File: config.mk
export PLATFORM = sky130hd
export DESIGN_NAME = fm_operator_envelope_generator_unit
export DESIGN_NICKNAME = d
export VERILOG_FILES = /design/src/hw/rtl/fmeg_pkg.sv /design/src/hw/rtl/fm_operator_envelope_generator_unit.sv /design/src/hw/rtl/fmeg_cfg.sv /design/src/hw/rtl/fmeg_ctrl.sv /design/src/hw/rtl/fmeg_dp.sv
export SDC_FILE = /design/constraint.sdc
export NUM_CORES = 1
export LEC_CHECK = 0
export BUFFER_PORTS_ARGS = -buffer_cell sky130_fd_sc_hd__buf_2
export CAP_MARGIN = 20
export CELL_PAD_IN_SITES_DETAIL_PLACEMENT = 1
export CELL_PAD_IN_SITES_GLOBAL_PLACEMENT = 1
export CORE_AREA = 2 2 163 165
export DETAILED_ROUTE_END_ITERATION = 8
export DIE_AREA = 0 0 165 167
export GPL_ROUTABILITY_DRIVEN = 0
export PLACE_DENSITY_LB_ADDON = 0.15
export SLEW_MARGIN = 20
export SYNTH_ARGS = -nofsm -noshare
export SYNTH_HDL_FRONTEND = slang
export SYNTH_SLANG_ARGS = --single-unit
File: constraint.sdc
create_clock -name clk -period 17.6 [get_ports clk]
set_input_delay 3.52 -clock clk [delete_from_list [all_inputs] [get_ports clk]]
set_output_delay 3.52 -clock clk [all_outputs]
set_load 0.01 [all_outputs]
File: src/hw/rtl/fmeg_pkg.sv
// Shared types, codes, increment table and rate helper functions for the
// FM operator envelope generator. No dependencies.
`timescale 1ns / 1ps
`default_nettype none

package fmeg_pkg;

  typedef enum logic [1:0] {
    PH_ATTACK  = 2'd0,
    PH_DECAY   = 2'd1,
    PH_SUSTAIN = 2'd2,
    PH_RELEASE = 2'd3
  } phase_t;

  typedef enum logic [1:0] {
    OP_TICK      = 2'd0,
    OP_SET_PHASE = 2'd1,
    OP_RESTART   = 2'd2
  } op_t;

  typedef enum logic [1:0] {
    KS_DIV8  = 2'd0,
    KS_DIV2  = 2'd1,
    KS_REMAP = 2'd2,
    KS_NONE  = 2'd3
  } ks_mode_t;

  typedef enum logic [2:0] {
    REG_ATTACK_RATE   = 3'd0,
    REG_DECAY_RATE    = 3'd1,
    REG_SUSTAIN_RATE  = 3'd2,
    REG_RELEASE_RATE  = 3'd3,
    REG_SUSTAIN_LEVEL = 3'd4,
    REG_KS_MODE       = 3'd5,
    REG_KEY_CODE      = 3'd6
  } cfg_reg_t;

  typedef enum logic [1:0] {
    ST_IDLE = 2'd0,
    ST_SCAN = 2'd1,
    ST_DONE = 2'd2
  } ctrl_state_t;

  localparam int unsigned ATTEN_W = 10;
  localparam int unsigned COUNT_W = 13;
  localparam int unsigned CFG_AW  = 3;
  localparam int unsigned CFG_DW  = 5;

  localparam logic [ATTEN_W-1:0] ATT_MAX = 10'd511;
  localparam logic [ATTEN_W-1:0] ATT_SAT = 10'd1023;

  // Increment rows: 0..3 by (index & 3) below index 52, 4..15 for 52..63.
  localparam logic [2:0] INC_ROWS [16][8] = '{
    '{3'd0, 3'd1, 3'd0, 3'd1, 3'd0, 3'd1, 3'd0, 3'd1},
    '{3'd0, 3'd1, 3'd0, 3'd1, 3'd1, 3'd1, 3'd0, 3'd1},
    '{3'd0, 3'd1, 3'd1, 3'd1, 3'd0, 3'd1, 3'd1, 3'd1},
    '{3'd0, 3'd1, 3'd1, 3'd1, 3'd1, 3'd1, 3'd1, 3'd1},
    '{3'd1, 3'd1, 3'd1, 3'd1, 3'd1, 3'd1, 3'd1, 3'd1},
    '{3'd1, 3'd1, 3'd1, 3'd2, 3'd1, 3'd1, 3'd1, 3'd2},
    '{3'd1, 3'd2, 3'd1, 3'd2, 3'd1, 3'd2, 3'd1, 3'd2},
    '{3'd1, 3'd2, 3'd2, 3'd2, 3'd1, 3'd2, 3'd2, 3'd2},
    '{3'd2, 3'd2, 3'd2, 3'd2, 3'd2, 3'd2, 3'd2, 3'd2},
    '{3'd2, 3'd2, 3'd2, 3'd4, 3'd2, 3'd2, 3'd2, 3'd4},
    '{3'd2, 3'd4, 3'd2, 3'd4, 3'd2, 3'd4, 3'd2, 3'd4},
    '{3'd2, 3'd4, 3'd4, 3'd4, 3'd2, 3'd4, 3'd4, 3'd4},
    '{3'd4, 3'd4, 3'd4, 3'd4, 3'd4, 3'd4, 3'd4, 3'd4},
    '{3'd4, 3'd4, 3'd4, 3'd4, 3'd4, 3'd4, 3'd4, 3'd4},
    '{3'd4, 3'd4, 3'd4, 3'd4, 3'd4, 3'd4, 3'd4, 3'd4},
    '{3'd4, 3'd4, 3'd4, 3'd4, 3'd4, 3'd4, 3'd4, 3'd4}
  };

  typedef struct packed {
    logic [3:0] attack_rate;
    logic [3:0] decay_rate;
    logic [3:0] sustain_rate;
    logic [3:0] release_rate;
    logic [3:0] sustain_level;
    ks_mode_t   ks_mode;
    logic [4:0] key_code;
  } cfg_t;

  typedef struct packed {
    logic start;     // apply the accepted beat
    logic ovf_step;  // run one period overflow
    logic load_out;  // capture state into the output register
  } dp_cmd_t;

  typedef struct packed {
    logic ovf_pending;
  } dp_sts_t;

  // Four times the rate plus the key-scaling term, capped at 63.
  function automatic logic [5:0] rate_index(input logic [3:0] rate,
                                            input ks_mode_t mode,
                                            input logic [4:0] kc);
    logic [3:0] ks;
    logic [6:0] sum;
    case (mode)
      KS_DIV8:  ks = {2'b00, kc[4:3]};
      KS_DIV2:  ks = kc[4:1];
      KS_REMAP: ks = {kc[4:2], kc[0]};
      default:  ks = 4'd0;
    endcase
    sum = {1'b0, rate, 2'b00} + {3'b000, ks};
    return (sum > 7'd63) ? 6'd63 : sum[5:0];
  endfunction

  function automatic logic [2:0] inc_lookup(input logic [5:0] idx,
                                            input logic [2:0] step);
    logic [3:0] row;
    row = (idx < 6'd52) ? {2'b00, idx[1:0]} : idx[3:0];
    return INC_ROWS[row][step];
  endfunction

  function automatic logic [COUNT_W-1:0] period_of(input logic [5:0] idx);
    logic [3:0] shamt;
    shamt = 4'd12 - idx[5:2];
    return (idx <= 6'd47) ? (COUNT_W'(1) << shamt) : COUNT_W'(1);
  endfunction

endpackage

`default_nettype wire

File: src/hw/rtl/fm_operator_envelope_generator_unit.sv
// Top level of the FM operator envelope generator: config bank, controller
// and datapath. Depends on fmeg_pkg, fmeg_cfg, fmeg_ctrl and fmeg_dp.
`timescale 1ns / 1ps
`default_nettype none

// Four-phase (attack, decay, sustain, release) amplitude envelope for one FM
// operator. Each input beat is a tick, a phase change or a restart, and gives
// exactly one result beat with the attenuation and phase after it. A set-phase
// or restart beat goes from idle straight to the done state; a tick passes
// through the scan state, where the datapath's overflow loop runs one step per
// clock (usually zero or one step per tick, at most 4096 after a phase change
// to a short period). The finished result sits in an output register, so the
// next beat is taken while it waits; a stalled output holds the block only when
// the following result is ready. The user must write configuration registers via
// cfg_wr_en / cfg_addr / cfg_wdata while the block is idle; it is not enforced.

module fm_operator_envelope_generator_unit (
  input  wire logic                         clk,
  input  wire logic                         rst_n,
  input  wire logic                         in_tvalid,
  output logic                              in_tready,
  input  wire logic [7:0]                   in_tdata,   // [1:0] new_phase
  input  wire logic [1:0]                   in_tuser,   // [1:0] op
  output logic                              out_tvalid,
  input  wire logic                         out_tready,
  output logic [15:0]                       out_tdata,  // [9:0] attenuation, [11:10] phase
  input  wire logic                         cfg_wr_en,
  input  wire logic [fmeg_pkg::CFG_AW-1:0]  cfg_addr,
  input  wire logic [fmeg_pkg::CFG_DW-1:0]  cfg_wdata
);
  import fmeg_pkg::*;

  cfg_t               cfg;
  dp_cmd_t            cmd;
  dp_sts_t            sts;
  logic [ATTEN_W-1:0] attenuation;
  logic [1:0]         phase;

  fmeg_cfg u_cfg (
    .clk       (clk),
    .rst_n     (rst_n),
    .cfg_wr_en (cfg_wr_en),
    .cfg_addr  (cfg_addr),
    .cfg_wdata (cfg_wdata),
    .cfg       (cfg)
  );

  fmeg_ctrl u_ctrl (
    .clk        (clk),
    .rst_n      (rst_n),
    .in_tvalid  (in_tvalid),
    .in_tready  (in_tready),
    .in_op      (in_tuser),
    .out_tvalid (out_tvalid),
    .out_tready (out_tready),
    .sts        (sts),
    .cmd        (cmd)
  );

  fmeg_dp u_dp (
    .clk             (clk),
    .rst_n           (rst_n),
    .cfg             (cfg),
    .cmd             (cmd),
    .in_op           (in_tuser),
    .in_new_phase    (in_tdata[1:0]),
    .sts             (sts),
    .out_attenuation (attenuation),
    .out_phase       (phase)
  );

  assign out_tdata = {4'b0000, phase, attenuation};

endmodule

`default_nettype wire

File: src/hw/rtl/fmeg_cfg.sv
// Configuration register bank for the envelope generator.
// Depends on fmeg_pkg for the register codes and the cfg_t bundle.
`timescale 1ns / 1ps
`default_nettype none

module fmeg_cfg (
  input  wire logic                          clk,
  input  wire logic                          rst_n,
  input  wire logic                          cfg_wr_en,
  input  wire logic [fmeg_pkg::CFG_AW-1:0]   cfg_addr,
  input  wire logic [fmeg_pkg::CFG_DW-1:0]   cfg_wdata,
  output fmeg_pkg::cfg_t                     cfg
);
  import fmeg_pkg::*;

  cfg_t cfg_r, cfg_nxt;

  always_comb begin
    cfg_nxt = cfg_r;
    if (cfg_wr_en) begin
      unique case (cfg_reg_t'(cfg_addr))
        REG_ATTACK_RATE:   cfg_nxt.attack_rate   = cfg_wdata[3:0];
        REG_DECAY_RATE:    cfg_nxt.decay_rate    = cfg_wdata[3:0];
        REG_SUSTAIN_RATE:  cfg_nxt.sustain_rate  = cfg_wdata[3:0];
        REG_RELEASE_RATE:  cfg_nxt.release_rate  = cfg_wdata[3:0];
        REG_SUSTAIN_LEVEL: cfg_nxt.sustain_level = cfg_wdata[3:0];
        REG_KS_MODE:       cfg_nxt.ks_mode       = ks_mode_t'(cfg_wdata[1:0]);
        REG_KEY_CODE:      cfg_nxt.key_code      = cfg_wdata;
        default:           cfg_nxt = cfg_r;
      endcase
    end
  end

  always_ff @(posedge clk) begin
    if (!rst_n) begin
      cfg_r.attack_rate   <= 4'd0;
      cfg_r.decay_rate    <= 4'd0;
      cfg_r.sustain_rate  <= 4'd0;
      cfg_r.release_rate  <= 4'd0;
      cfg_r.sustain_level <= 4'd15;
      cfg_r.ks_mode       <= KS_NONE;
      cfg_r.key_code      <= 5'd0;
    end else begin
      cfg_r <= cfg_nxt;
    end
  end

  assign cfg = cfg_r;

endmodule

`default_nettype wire

File: src/hw/rtl/fmeg_ctrl.sv
// Controller state machine: sequences one beat through apply, overflow scan (ticks
// only) and output capture. Depends on fmeg_pkg for states, opcodes and command types.
`timescale 1ns / 1ps
`default_nettype none

module fmeg_ctrl (
  input  wire logic          clk,
  input  wire logic          rst_n,
  input  wire logic          in_tvalid,
  output logic               in_tready,
  input  wire logic [1:0]    in_op,
  output logic               out_tvalid,
  input  wire logic          out_tready,
  input  fmeg_pkg::dp_sts_t  sts,
  output fmeg_pkg::dp_cmd_t  cmd
);
  import fmeg_pkg::*;

  ctrl_state_t state_r, state_nxt;
  logic        out_valid_r, out_valid_nxt;
  logic        out_free;

  assign out_free = !out_valid_r || out_tready;

  always_comb begin
    state_nxt = state_r;
    unique case (state_r)
      ST_IDLE: begin
        if (in_tvalid) begin
          state_nxt = (op_t'(in_op) == OP_TICK) ? ST_SCAN : ST_DONE;
        end
      end
      ST_SCAN: begin
        if (!sts.ovf_pending) begin
          state_nxt = ST_DONE;
        end
      end
      ST_DONE: begin
        if (out_free) begin
          state_nxt = ST_IDLE;
        end
      end
      default: state_nxt = ST_IDLE;
    endcase
  end

  always_comb begin
    cmd       = '0;
    in_tready = 1'b0;
    unique case (state_r)
      ST_IDLE: begin
        in_tready = 1'b1;
        cmd.start = in_tvalid;
      end
      ST_SCAN: cmd.ovf_step = sts.ovf_pending;
      ST_DONE: cmd.load_out = out_free;
      default: cmd = '0;
    endcase
  end

  always_comb begin
    out_valid_nxt = out_valid_r;
    if (cmd.load_out) begin
      out_valid_nxt = 1'b1;
    end else if (out_tready) begin
      out_valid_nxt = 1'b0;
    end
  end

  always_ff @(posedge clk) begin
    if (!rst_n) begin
      state_r     <= ST_IDLE;
      out_valid_r <= 1'b0;
    end else begin
      state_r     <= state_nxt;
      out_valid_r <= out_valid_nxt;
    end
  end

  assign out_tvalid = out_valid_r;

endmodule

`default_nettype wire

File: src/hw/rtl/fmeg_dp.sv
// Envelope datapath: phase, attenuation, period, cycle counter, step index and
// the output register. Depends on fmeg_pkg for the rate helpers and increment table.
`timescale 1ns / 1ps
`default_nettype none

module fmeg_dp (
  input  wire logic                         clk,
  input  wire logic                         rst_n,
  input  fmeg_pkg::cfg_t                    cfg,
  input  fmeg_pkg::dp_cmd_t                 cmd,
  input  wire logic [1:0]                   in_op,
  input  wire logic [1:0]                   in_new_phase,
  output fmeg_pkg::dp_sts_t                 sts,
  output logic [fmeg_pkg::ATTEN_W-1:0]      out_attenuation,
  output logic [1:0]                        out_phase
);
  import fmeg_pkg::*;

  phase_t               phase_r, phase_nxt;
  logic [ATTEN_W-1:0]   atten_r, atten_nxt;
  logic [COUNT_W-1:0]   period_r, period_nxt;
  logic [COUNT_W-1:0]   count_r, count_nxt;
  logic [2:0]           step_r, step_nxt;
  logic [ATTEN_W-1:0]   out_atten_r;
  phase_t               out_phase_r;

  logic [5:0]           idx_ph [4];
  logic [2:0]           step_inc;
  logic [3:0]           inc_att;
  logic [ATTEN_W:0]     atten_p1;
  logic [14:0]          prod;
  logic [14:0]          prod_rnd;
  logic [ATTEN_W:0]     dec;
  logic [ATTEN_W-1:0]   att_new;
  logic [ATTEN_W:0]     dec_sum;
  logic [ATTEN_W:0]     rel_sum;
  logic [ATTEN_W-1:0]   dec_sat;
  logic [ATTEN_W-1:0]   rel_sat;
  logic [ATTEN_W-1:0]   bound;

  always_comb begin
    idx_ph[PH_ATTACK]  = rate_index(cfg.attack_rate,  cfg.ks_mode, cfg.key_code);
    idx_ph[PH_DECAY]   = rate_index(cfg.decay_rate,   cfg.ks_mode, cfg.key_code);
    idx_ph[PH_SUSTAIN] = rate_index(cfg.sustain_rate, cfg.ks_mode, cfg.key_code);
    idx_ph[PH_RELEASE] = rate_index(cfg.release_rate, cfg.ks_mode, cfg.key_code);
  end

  assign step_inc = step_r + 3'd1;

  // Attack: subtract ceil((atten + 1) * inc / 8), doubled increment at the top rates.
  always_comb begin
    inc_att = {1'b0, inc_lookup(idx_ph[PH_ATTACK], step_inc)};
    if (idx_ph[PH_ATTACK] >= 6'd62) begin
      inc_att = inc_att << 1;
    end
    atten_p1 = {1'b0, atten_r} + 11'd1;
    prod     = {4'b0000, atten_p1} * {11'd0, inc_att};
    prod_rnd = prod + 15'd7;
    dec      = prod_rnd[13:3];
    if (idx_ph[PH_ATTACK] < 6'd4) begin
      att_new = atten_r;
    end else if (dec >= {1'b0, atten_r}) begin
      att_new = '0;
    end else begin
      att_new = atten_r - dec[ATTEN_W-1:0];
    end
  end

  always_comb begin
    dec_sum = {1'b0, atten_r} + 11'(inc_lookup(idx_ph[PH_DECAY], step_inc));
    rel_sum = {1'b0, atten_r} + 11'(inc_lookup(idx_ph[PH_RELEASE], step_inc));
    dec_sat = dec_sum[ATTEN_W] ? ATT_SAT : dec_sum[ATTEN_W-1:0];
    rel_sat = rel_sum[ATTEN_W] ? ATT_SAT : rel_sum[ATTEN_W-1:0];
    bound   = (cfg.sustain_level == 4'd15) ? ATT_MAX : {2'b00, cfg.sustain_level, 4'b0000};
  end

  always_comb begin
    phase_nxt  = phase_r;
    atten_nxt  = atten_r;
    period_nxt = period_r;
    count_nxt  = count_r;
    step_nxt   = step_r;
    if (cmd.start) begin
      case (op_t'(in_op))
        OP_TICK:      count_nxt = count_r + COUNT_W'(1);
        OP_SET_PHASE: begin
          phase_nxt  = phase_t'(in_new_phase);
          period_nxt = period_of(idx_ph[in_new_phase]);
        end
        OP_RESTART: begin
          atten_nxt = ATT_MAX;
          phase_nxt = PH_RELEASE;
        end
        default: phase_nxt = phase_r;
      endcase
    end else if (cmd.ovf_step) begin
      count_nxt = count_r - period_r;
      step_nxt  = step_inc;
      case (phase_r)
        PH_ATTACK: begin
          atten_nxt = att_new;
          if (att_new == '0) begin
            phase_nxt  = PH_DECAY;
            period_nxt = period_of(idx_ph[PH_DECAY]);
          end
        end
        PH_DECAY: begin
          atten_nxt = dec_sat;
          if (dec_sat >= bound) begin
            phase_nxt  = PH_SUSTAIN;
            period_nxt = period_of(idx_ph[PH_SUSTAIN]);
          end
        end
        PH_SUSTAIN: begin
          if (idx_ph[PH_SUSTAIN] >= 6'd4) begin
            atten_nxt = (rel_sat >= ATT_MAX) ? ATT_MAX : rel_sat;
          end else begin
            atten_nxt = (atten_r >= ATT_MAX) ? ATT_MAX : atten_r;
          end
        end
        default: atten_nxt = (rel_sat >= ATT_MAX) ? ATT_MAX : rel_sat;
      endcase
    end
  end

  always_ff @(posedge clk) begin
    if (!rst_n) begin
      phase_r  <= PH_RELEASE;
      atten_r  <= ATT_MAX;
      period_r <= COUNT_W'(1);
      count_r  <= '0;
      step_r   <= '0;
    end else begin
      phase_r  <= phase_nxt;
      atten_r  <= atten_nxt;
      period_r <= period_nxt;
      count_r  <= count_nxt;
      step_r   <= step_nxt;
    end
  end

  always_ff @(posedge clk) begin
    if (cmd.load_out) begin
      out_atten_r <= atten_r;
      out_phase_r <= phase_r;
    end
  end

  assign sts.ovf_pending = (count_r >= period_r);
  assign out_attenuation = out_atten_r;
  assign out_phase       = out_phase_r;

endmodule

`default_nettype wire

Yosys cells after proc, flatten, opt, wreduce, memory -nomap -nowiden. Memories as Yosys holds them, arrays and structs flattened. Cells that the tools add are included.

Bits in read-only memories: 1152. Bits of input ports: 23. Logic and storage cells: 184. Memories kept: 3. Register bits: 83. Bits in writable memories: 0. Output and inout bits: 18. Bits in latches: 0.

$add $sub $neg: 15. Eq/ne operators: 25. Div/mod/pow operators: 0. Muxes and demuxes: 68. Shifts and indexed selects: 3. Bitwise gates (word level): 6. Order comparisons: 23. Reductions and logical operators: 24. Multipliers: 1.

Memories: (name not given) (depth 16, width 24, read ports 1, clocked after memory_dff 0, write ports 0, line fmeg_pkg.sv:112) `return INC_ROWS[row][step];`; (name not given) (depth 16, width 24, read ports 1, clocked after memory_dff 0, write ports 0, line fmeg_pkg.sv:112); (name not given) (depth 16, width 24, read ports 1, clocked after memory_dff 0, write ports 0, line fmeg_pkg.sv:112).

Operator list (number): $mux 24 (6); $mux 13 (11); $mux 10 (10); $shl 1x4->13 const A (3); $mux 6 (6); $pmux 10 s3 (1); $add 6x4->7 (4); $gt 7x6->1 const B (4); $bmux 3 s3 (3); $pmux 13 s2 (1); $add 10x3->11 (2); $ge 10x9->1 const B (2); $le 6x6->1 const B (3); $lt 6x6->1 const B (3); $mux 3 (6); $reduce_and 2->1 (9); $mux 2 (8); $mux 4 (4); $ge 5x5->1 const B (3); $not 4->5 (3); $add 14x3->14 const B (1); $mul 11x4->14 (1); $add 13x1->13 const B (1); $ge 13x13->1 (1); other kinds (41) (69).

Longest topological paths before layout.
Depth in word-level cells: 25. Depth in mapped cells: 41. Gate-level depth less buffers: 37.

Modules after synthesis. A second synthesis with hierarchy kept.

Cells, all modules: 1173. Area, all modules: 9069.9 µm².

By module, submodules not included: fmeg_dp (cells an instance 1044, area an instance 7770.0 µm², times used 1, seq. area each 1181.1 µm²); fmeg_cfg (cells an instance 105, area an instance 1104.8 µm², times used 1, seq. area each 540.5 µm²); fmeg_ctrl (cells an instance 19, area an instance 161.4 µm², times used 1, seq. area each 60.1 µm²); fm_operator_envelope_generator_unit (cells an instance 5, area an instance 33.8 µm², times used 1, seq. area each 0.0 µm²).

Worst setup path after synthesis. No wires, ideal clock.

Path type: register -> register. Start point: register u_cfg.cfg_r (netlist bit u_cfg.cfg[5]). End point: register u_dp.period_r[1]. Arrival time: 8.140 ns. Required time: 17.478 ns. Cell stages (with the launch flop): 38. Setup time: 0.122 ns. Slack: 9.338 ns. Cells stage by stage: dfxtp_1 > buf_2 > xor2_1 > and2_1 > ha_1 > fa_1 > clkbuf_1 > a21o_1 > nand2_1 > o21a_1 > o21ai_0 > nand3_1 > o31ai_1 > nand2_1 > clkbuf_1 > or2_2 > fa_1 > inv_1 > [... 2 more ...] > ha_1 > a21oi_1 > nor2_1 > o21a_1 > o21bai_2 > a41o_1 > a2111oi_2 > nor3_1 > xor2_1 > ha_1 > inv_1 > and3_1 > a2111oi_0 > nand2_1 > o31ai_1 > o221ai_2 > buf_6 > o311a_1.

Longest elaborated chain between the ends: 23.

RTL lines: start: declaration (line fmeg_cfg.sv:16) `cfg_t cfg_r, cfg_nxt;`; start signal: assignment (line fmeg_cfg.sv:44) `cfg_r <= cfg_nxt;`; $eq 2x2->1, or another cell as far along (line fmeg_pkg.sv:98) `case (mode)`; $pmux 4 s3 (*) (line fmeg_pkg.sv:98); $add 6x4->7 (line fmeg_pkg.sv:104) `sum = {1'b0, rate, 2'b00} + {3'b000, ks};`; $gt 7x6->1 (line fmeg_pkg.sv:105) `return (sum > 7'd63) ? 6'd63 : sum[5:0];`; $mux 6 (line fmeg_pkg.sv:105); $lt 6x6->1 (line fmeg_pkg.sv:111) `row = (idx < 6'd52) ? {2'b00, idx[1:0]} : idx[3:0];`; $mux 4 (line fmeg_pkg.sv:111); $not 4->5 (implied by the code) (line fmeg_pkg.sv:112); [... 7 more ...]; $mul 11x4->14 (line fmeg_dp.sv:57) `prod = {4'b0000, atten_p1} * {11'd0, inc_att};`; $add 14x3->14 (line fmeg_dp.sv:58) `prod_rnd = prod + 15'd7;`; $sub 10x10->10 or $ge 11x10->1 (tied branches) (line fmeg_dp.sv:65, fmeg_dp.sv:62); $mux 10 (line fmeg_dp.sv:62) `end else if (dec >= {1'b0, atten_r}) begin`; $mux 10 (line fmeg_dp.sv:60) `if (idx_ph[PH_ATTACK] < 6'd4) begin`; $logic_not 10->1 (line fmeg_dp.sv:102) `if (att_new == '0) begin`; $ne 3x2->1 (no line); $reduce_and 5->1 (no line); end signal: assignment (line fmeg_dp.sv:136) `period_r <= period_nxt;`; end: declaration (line fmeg_dp.sv:21) `logic [COUNT_W-1:0] period_r, period_nxt;`.

Mark *: on every way between the ends. The rest lies on a longest branch, timed or not. The select of a mux whose other input is x is not followed. A chain may end at the register's enable or synchronous reset.

Final worst setup path.
Start point: register u_cfg.cfg_r (netlist bit u_cfg.cfg[6]). End point: register u_dp.period_r[11].

Same word-level chain as after synthesis.

==> run_results.csv <==
group,metric,value,unit
run_status,status,"finished, final reports clean",
worst_setup_path,critical_path.endpoint,"u_dp.period_r[11]",
clock_tree,clk_latency,370,ps
floorplan,io_pins,41,
power_and_ir_drop,internal_power,0.376,mW
floorplan,die_y,167,µm
timing,fmax,103,MHz
yosys,ys_warn_count,0,
clock_tree,cts.sinks,83,
cells_and_area,multi_input_area,6690,µm²
worst_setup_path,cp_max_fo,25,
cells_and_area,finalNetCount,1277,
power_and_ir_drop,switching_share,0.343,
worst_setup_path,timing_worst_setup_path_type,"flip-flop to flip-flop",
yosys,synth-edff-count,12,
worst_setup_path,cpMostUsedCell,"ha_1",
timing,worst_slew_pin_slew,997,ps
power_and_ir_drop,seq_power_share,0.367,
timing,period_share,0.549,
cells_and_area,regArea,1780,µm²
yosys,synthDistinctLibCells,82,
worst_setup_path,r2r_start,"u_cfg.cfg[6]",
placed_design,dp_cells,1468,
placed_design,dp_hpwl,21.6,mm
timing,relSlewSlack,0.333,
worst_setup_path,critical_path_required,17850,ps
grt,antenna_found_initial,0,
timing,rsz0062_at_grt,"false",
cells_and_area,drive_above_1_share,0.0783,
power_and_ir_drop,ir_worst_vdd,0.0503,mV
grt,grt_pass1_vias,8483,
worst_setup_path,crit_path_top_delay_cell,"fa_1",
timing,fin_skew,10.6,ps
clock_tree,clockBufferDepth,2,
yosys,ys_ff_latch,83,
worst_setup_path,cpPeakStageDelay,530,ps
route,via_count,8287,
power_and_ir_drop,p_comb_frac,0.282,
grt,grt_use_total,0.208,
route,remaining_drc_errors,0,
grt,overflow,0,
worst_setup_path,r2r-end,"u_dp.period_r[11]",
timing,fin_tns_setup,0,ps
power_and_ir_drop,clock_power_share,0.351,
timing,final-max-slew-violation-count,0,
grt,grt_pass1_wl,45.3,mm
worst_setup_path,r2r_cells,37,
cells_and_area,synthToLayoutAreaGrowth,8.03,%
route,ant_nets,0,
floorplan,rows,59,
route,routed_via_density,5.58,
timing,hold_viol_final,0,
cells_and_area,finalCoreUtilization,0.375,
timing,period_needed,9660,ps
clock_tree,cts_root_buf,"clkbuf_16",
clock_tree,numCtsBuffers,9,
yosys,synth_area,8950,µm²
cells_and_area,num_antenna_cells,0,
floorplan,core-area,25800,µm²
cells_and_area,fill_cells,3146,
hold_path,worstHoldPathCells,2,
worst_setup_path,worst_setup_path_end_kind,"flip-flop",
yosys,avgSynthCellArea,7.81,µm²
timing,holdWs,472,ps
worst_setup_path,crit_path_start_kind,"flip-flop",
yosys,synth_cells,1146,
route,drt_iter0_markers,367,
power_and_ir_drop,power_density,59.2,nW/µm²
power_and_ir_drop,p_sw,0.196,mW
yosys,ys_seq_area_frac,0.199,
timing,setup_viol_count_final,0,
clock_tree,cts_setup_buffers,0,
yosys,synthArstFlopShare,0,
hold_path,hold_class,"flip-flop to flip-flop",
route,routed_wl,27.6,mm
grt,grt_max_degree,75,
clock_tree,cts_tree,"built",
cells_and_area,fin_cells,1484,
clock_tree,h-tree-depth,3,
floorplan,fp.dieW,165,µm
yosys,synth_ff_type,"dfxtp_1",
route,drtPass1Iterations,4,
worst_setup_path,rrSetupSlack,7940,ps
worst_setup_path,cp-startpoint,"u_cfg.cfg[6]",
worst_setup_path,worstPathArrival,9920,ps
clock_tree,ctsResizeCount,0,
clock_tree,cts-hold-fix-buffers,0,
route,post_drt_wl_per_cell,18.6,µm
floorplan,start_util,0.347,
placed_design,io_buffers,30,
floorplan,dieArea,27600,µm²
power_and_ir_drop,leakagePower,4.40,nW
job,drv_cap,0,
clock_tree,clk_pin_slew,70,ps
## worst min path at each step
stage                         endpoint  slack, ps              from
2_1_floorplan  u_dp.out_attenuation[3]        430   u_dp.atten_r[3]
3_3_place_gp          u_dp.period_r[5]        460  u_dp.period_r[5]
3_5_place_dp          u_dp.period_r[5]        460  u_dp.period_r[5]
4_1_cts               u_dp.period_r[5]        470  u_dp.period_r[5]
5_1_grt               u_dp.period_r[5]        500  u_dp.period_r[5]
6_report              u_dp.period_r[5]        470  u_dp.period_r[5]
## per-stage QoR
step / power [mW] / cell area [µm²] / setup WS [ps]
6_report: 0.572 / 9670 / 7940
5_1_grt: 0.605 / 9670 / 7060
4_1_cts: 0.579 / 9670 / 7900
3_5_place_dp: 0.376 / 9360 / 7930
3_3_place_gp: 0.373 / 9360 / 8030
2_1_floorplan: 0.333 / 8960 / 9340
## power groups by stage
stage	Sequential (mW)	Clock, mW	Combinational (mW)
floorplan	0.210	0	0.123
global placement	0.214	0	0.159
detailed placement	0.214	0	0.162
CTS	0.210	0.207	0.162
global route	0.212	0.212	0.182
finish	0.210	0.201	0.161
## worst max-delay path, delay by kind of cell (launching register included)
family	cells	cell delay (ps)
XOR/XNOR	2	280
buffers and inverters	4	520
flip-flops	1	510
AO/OA/AOI/OAI	12	3170
adder cells (fa/ha/maj)	7	2730
AND/OR/NAND/NOR	12	2320
## cells by family after synthesis
group                      count (synthesis)  share of synthesized area
muxes                                     36                     0.0457
DFF                                       83                      0.199
and+or+nand+nor                          433                      0.238
buffers and inverters                    122                     0.0551
AOI/OAI and AO/OA                        308                      0.234
other                                      1                   0.000419
xor gates and xnor gates                  53                     0.0519
adders and majority gates                110                      0.176
## synth_stat cells (all sizes together) (30+ instances only)
| library cell | number | area share |
|---|---|---|
| xnor2 | 36 | 0.035 |
| a21oi | 59 | 0.033 |
| clkbuf | 45 | 0.019 |
| mux2i | 30 | 0.034 |
| dfxtp | 71 | 0.16 |
| inv | 64 | 0.027 |
| nor2b | 39 | 0.027 |
| nand3 | 35 | 0.020 |
| o21ai | 75 | 0.042 |
| nor2 | 109 | 0.046 |
| a21o | 30 | 0.025 |
| ha | 84 | 0.12 |
| nand2 | 104 | 0.044 |
## registers in the layout, summed over array words and instances, names as in the netlist
signal / count
u_cfg.cfg: 27
u_ctrl.out_tvalid: 1
u_ctrl.state_r: 2
u_dp.atten_r: 10
u_dp.count_r: 13
u_dp.out_attenuation: 10
u_dp.out_phase: 2
u_dp.period_r: 13
u_dp.phase_r: 2
u_dp.step_r: 3
## cell type report
cell class | instances | share of cell area
clock inverters | 7 | 0.00790
repair buffers | 41 | 0.0241
flip-flops and latches | 83 | 0.184
clock buffers | 9 | 0.0233
multi-input cells | 944 | 0.692
inverters | 65 | 0.0252
well taps | 335 | 0.0434
## metal layers
layer,track usage,vias to the layer above,part of all wire
li1,-,4109,-
met3,0.0224,25,0.022
met2,0.361,85,0.49
met1,0.271,4068,0.47
met5,0,-,0
met4,0.0541,0,0.018
## placed cells by master (no fill, tap or decap), types with 4 or more instances in the layout
cell type  Yosys  final
ha_1          84     84
nor2b_1       39     38
nand3b_1       5      5
nor3_1        28     28
a21oi_1       58     58
dfxtp_1       71     71
fa_1          26     26
clkbuf_16      0      9
o31ai_1        5      5
nand2b_1      29     29
o211ai_1      13     13
and2_1        12     12
xnor2_1       36     36
o21a_1        12     12
conb_1         1      4
edfxtp_1      12     12
nand3_1       35     35
xor2_1        17     17
buf_2          4     30
nand2_1      104    104
a22o_1         4      4
o2111ai_1      4      4
a22oi_1        7      7
nor4_1         8      8
o21ai_0       75     75
a21o_1        30     30
a31oi_1       15     15
nand4_1       14     14
mux2i_1       29     29
nor3b_1        9      9
nor2_1       109    109
or2_2         14     14
o22ai_1       11     11
a21boi_0       7      7
buf_4          4     11
and3_1        19     19
inv_1         64     64
a211oi_1       9      9
Power figures use the tool's default switching activity.
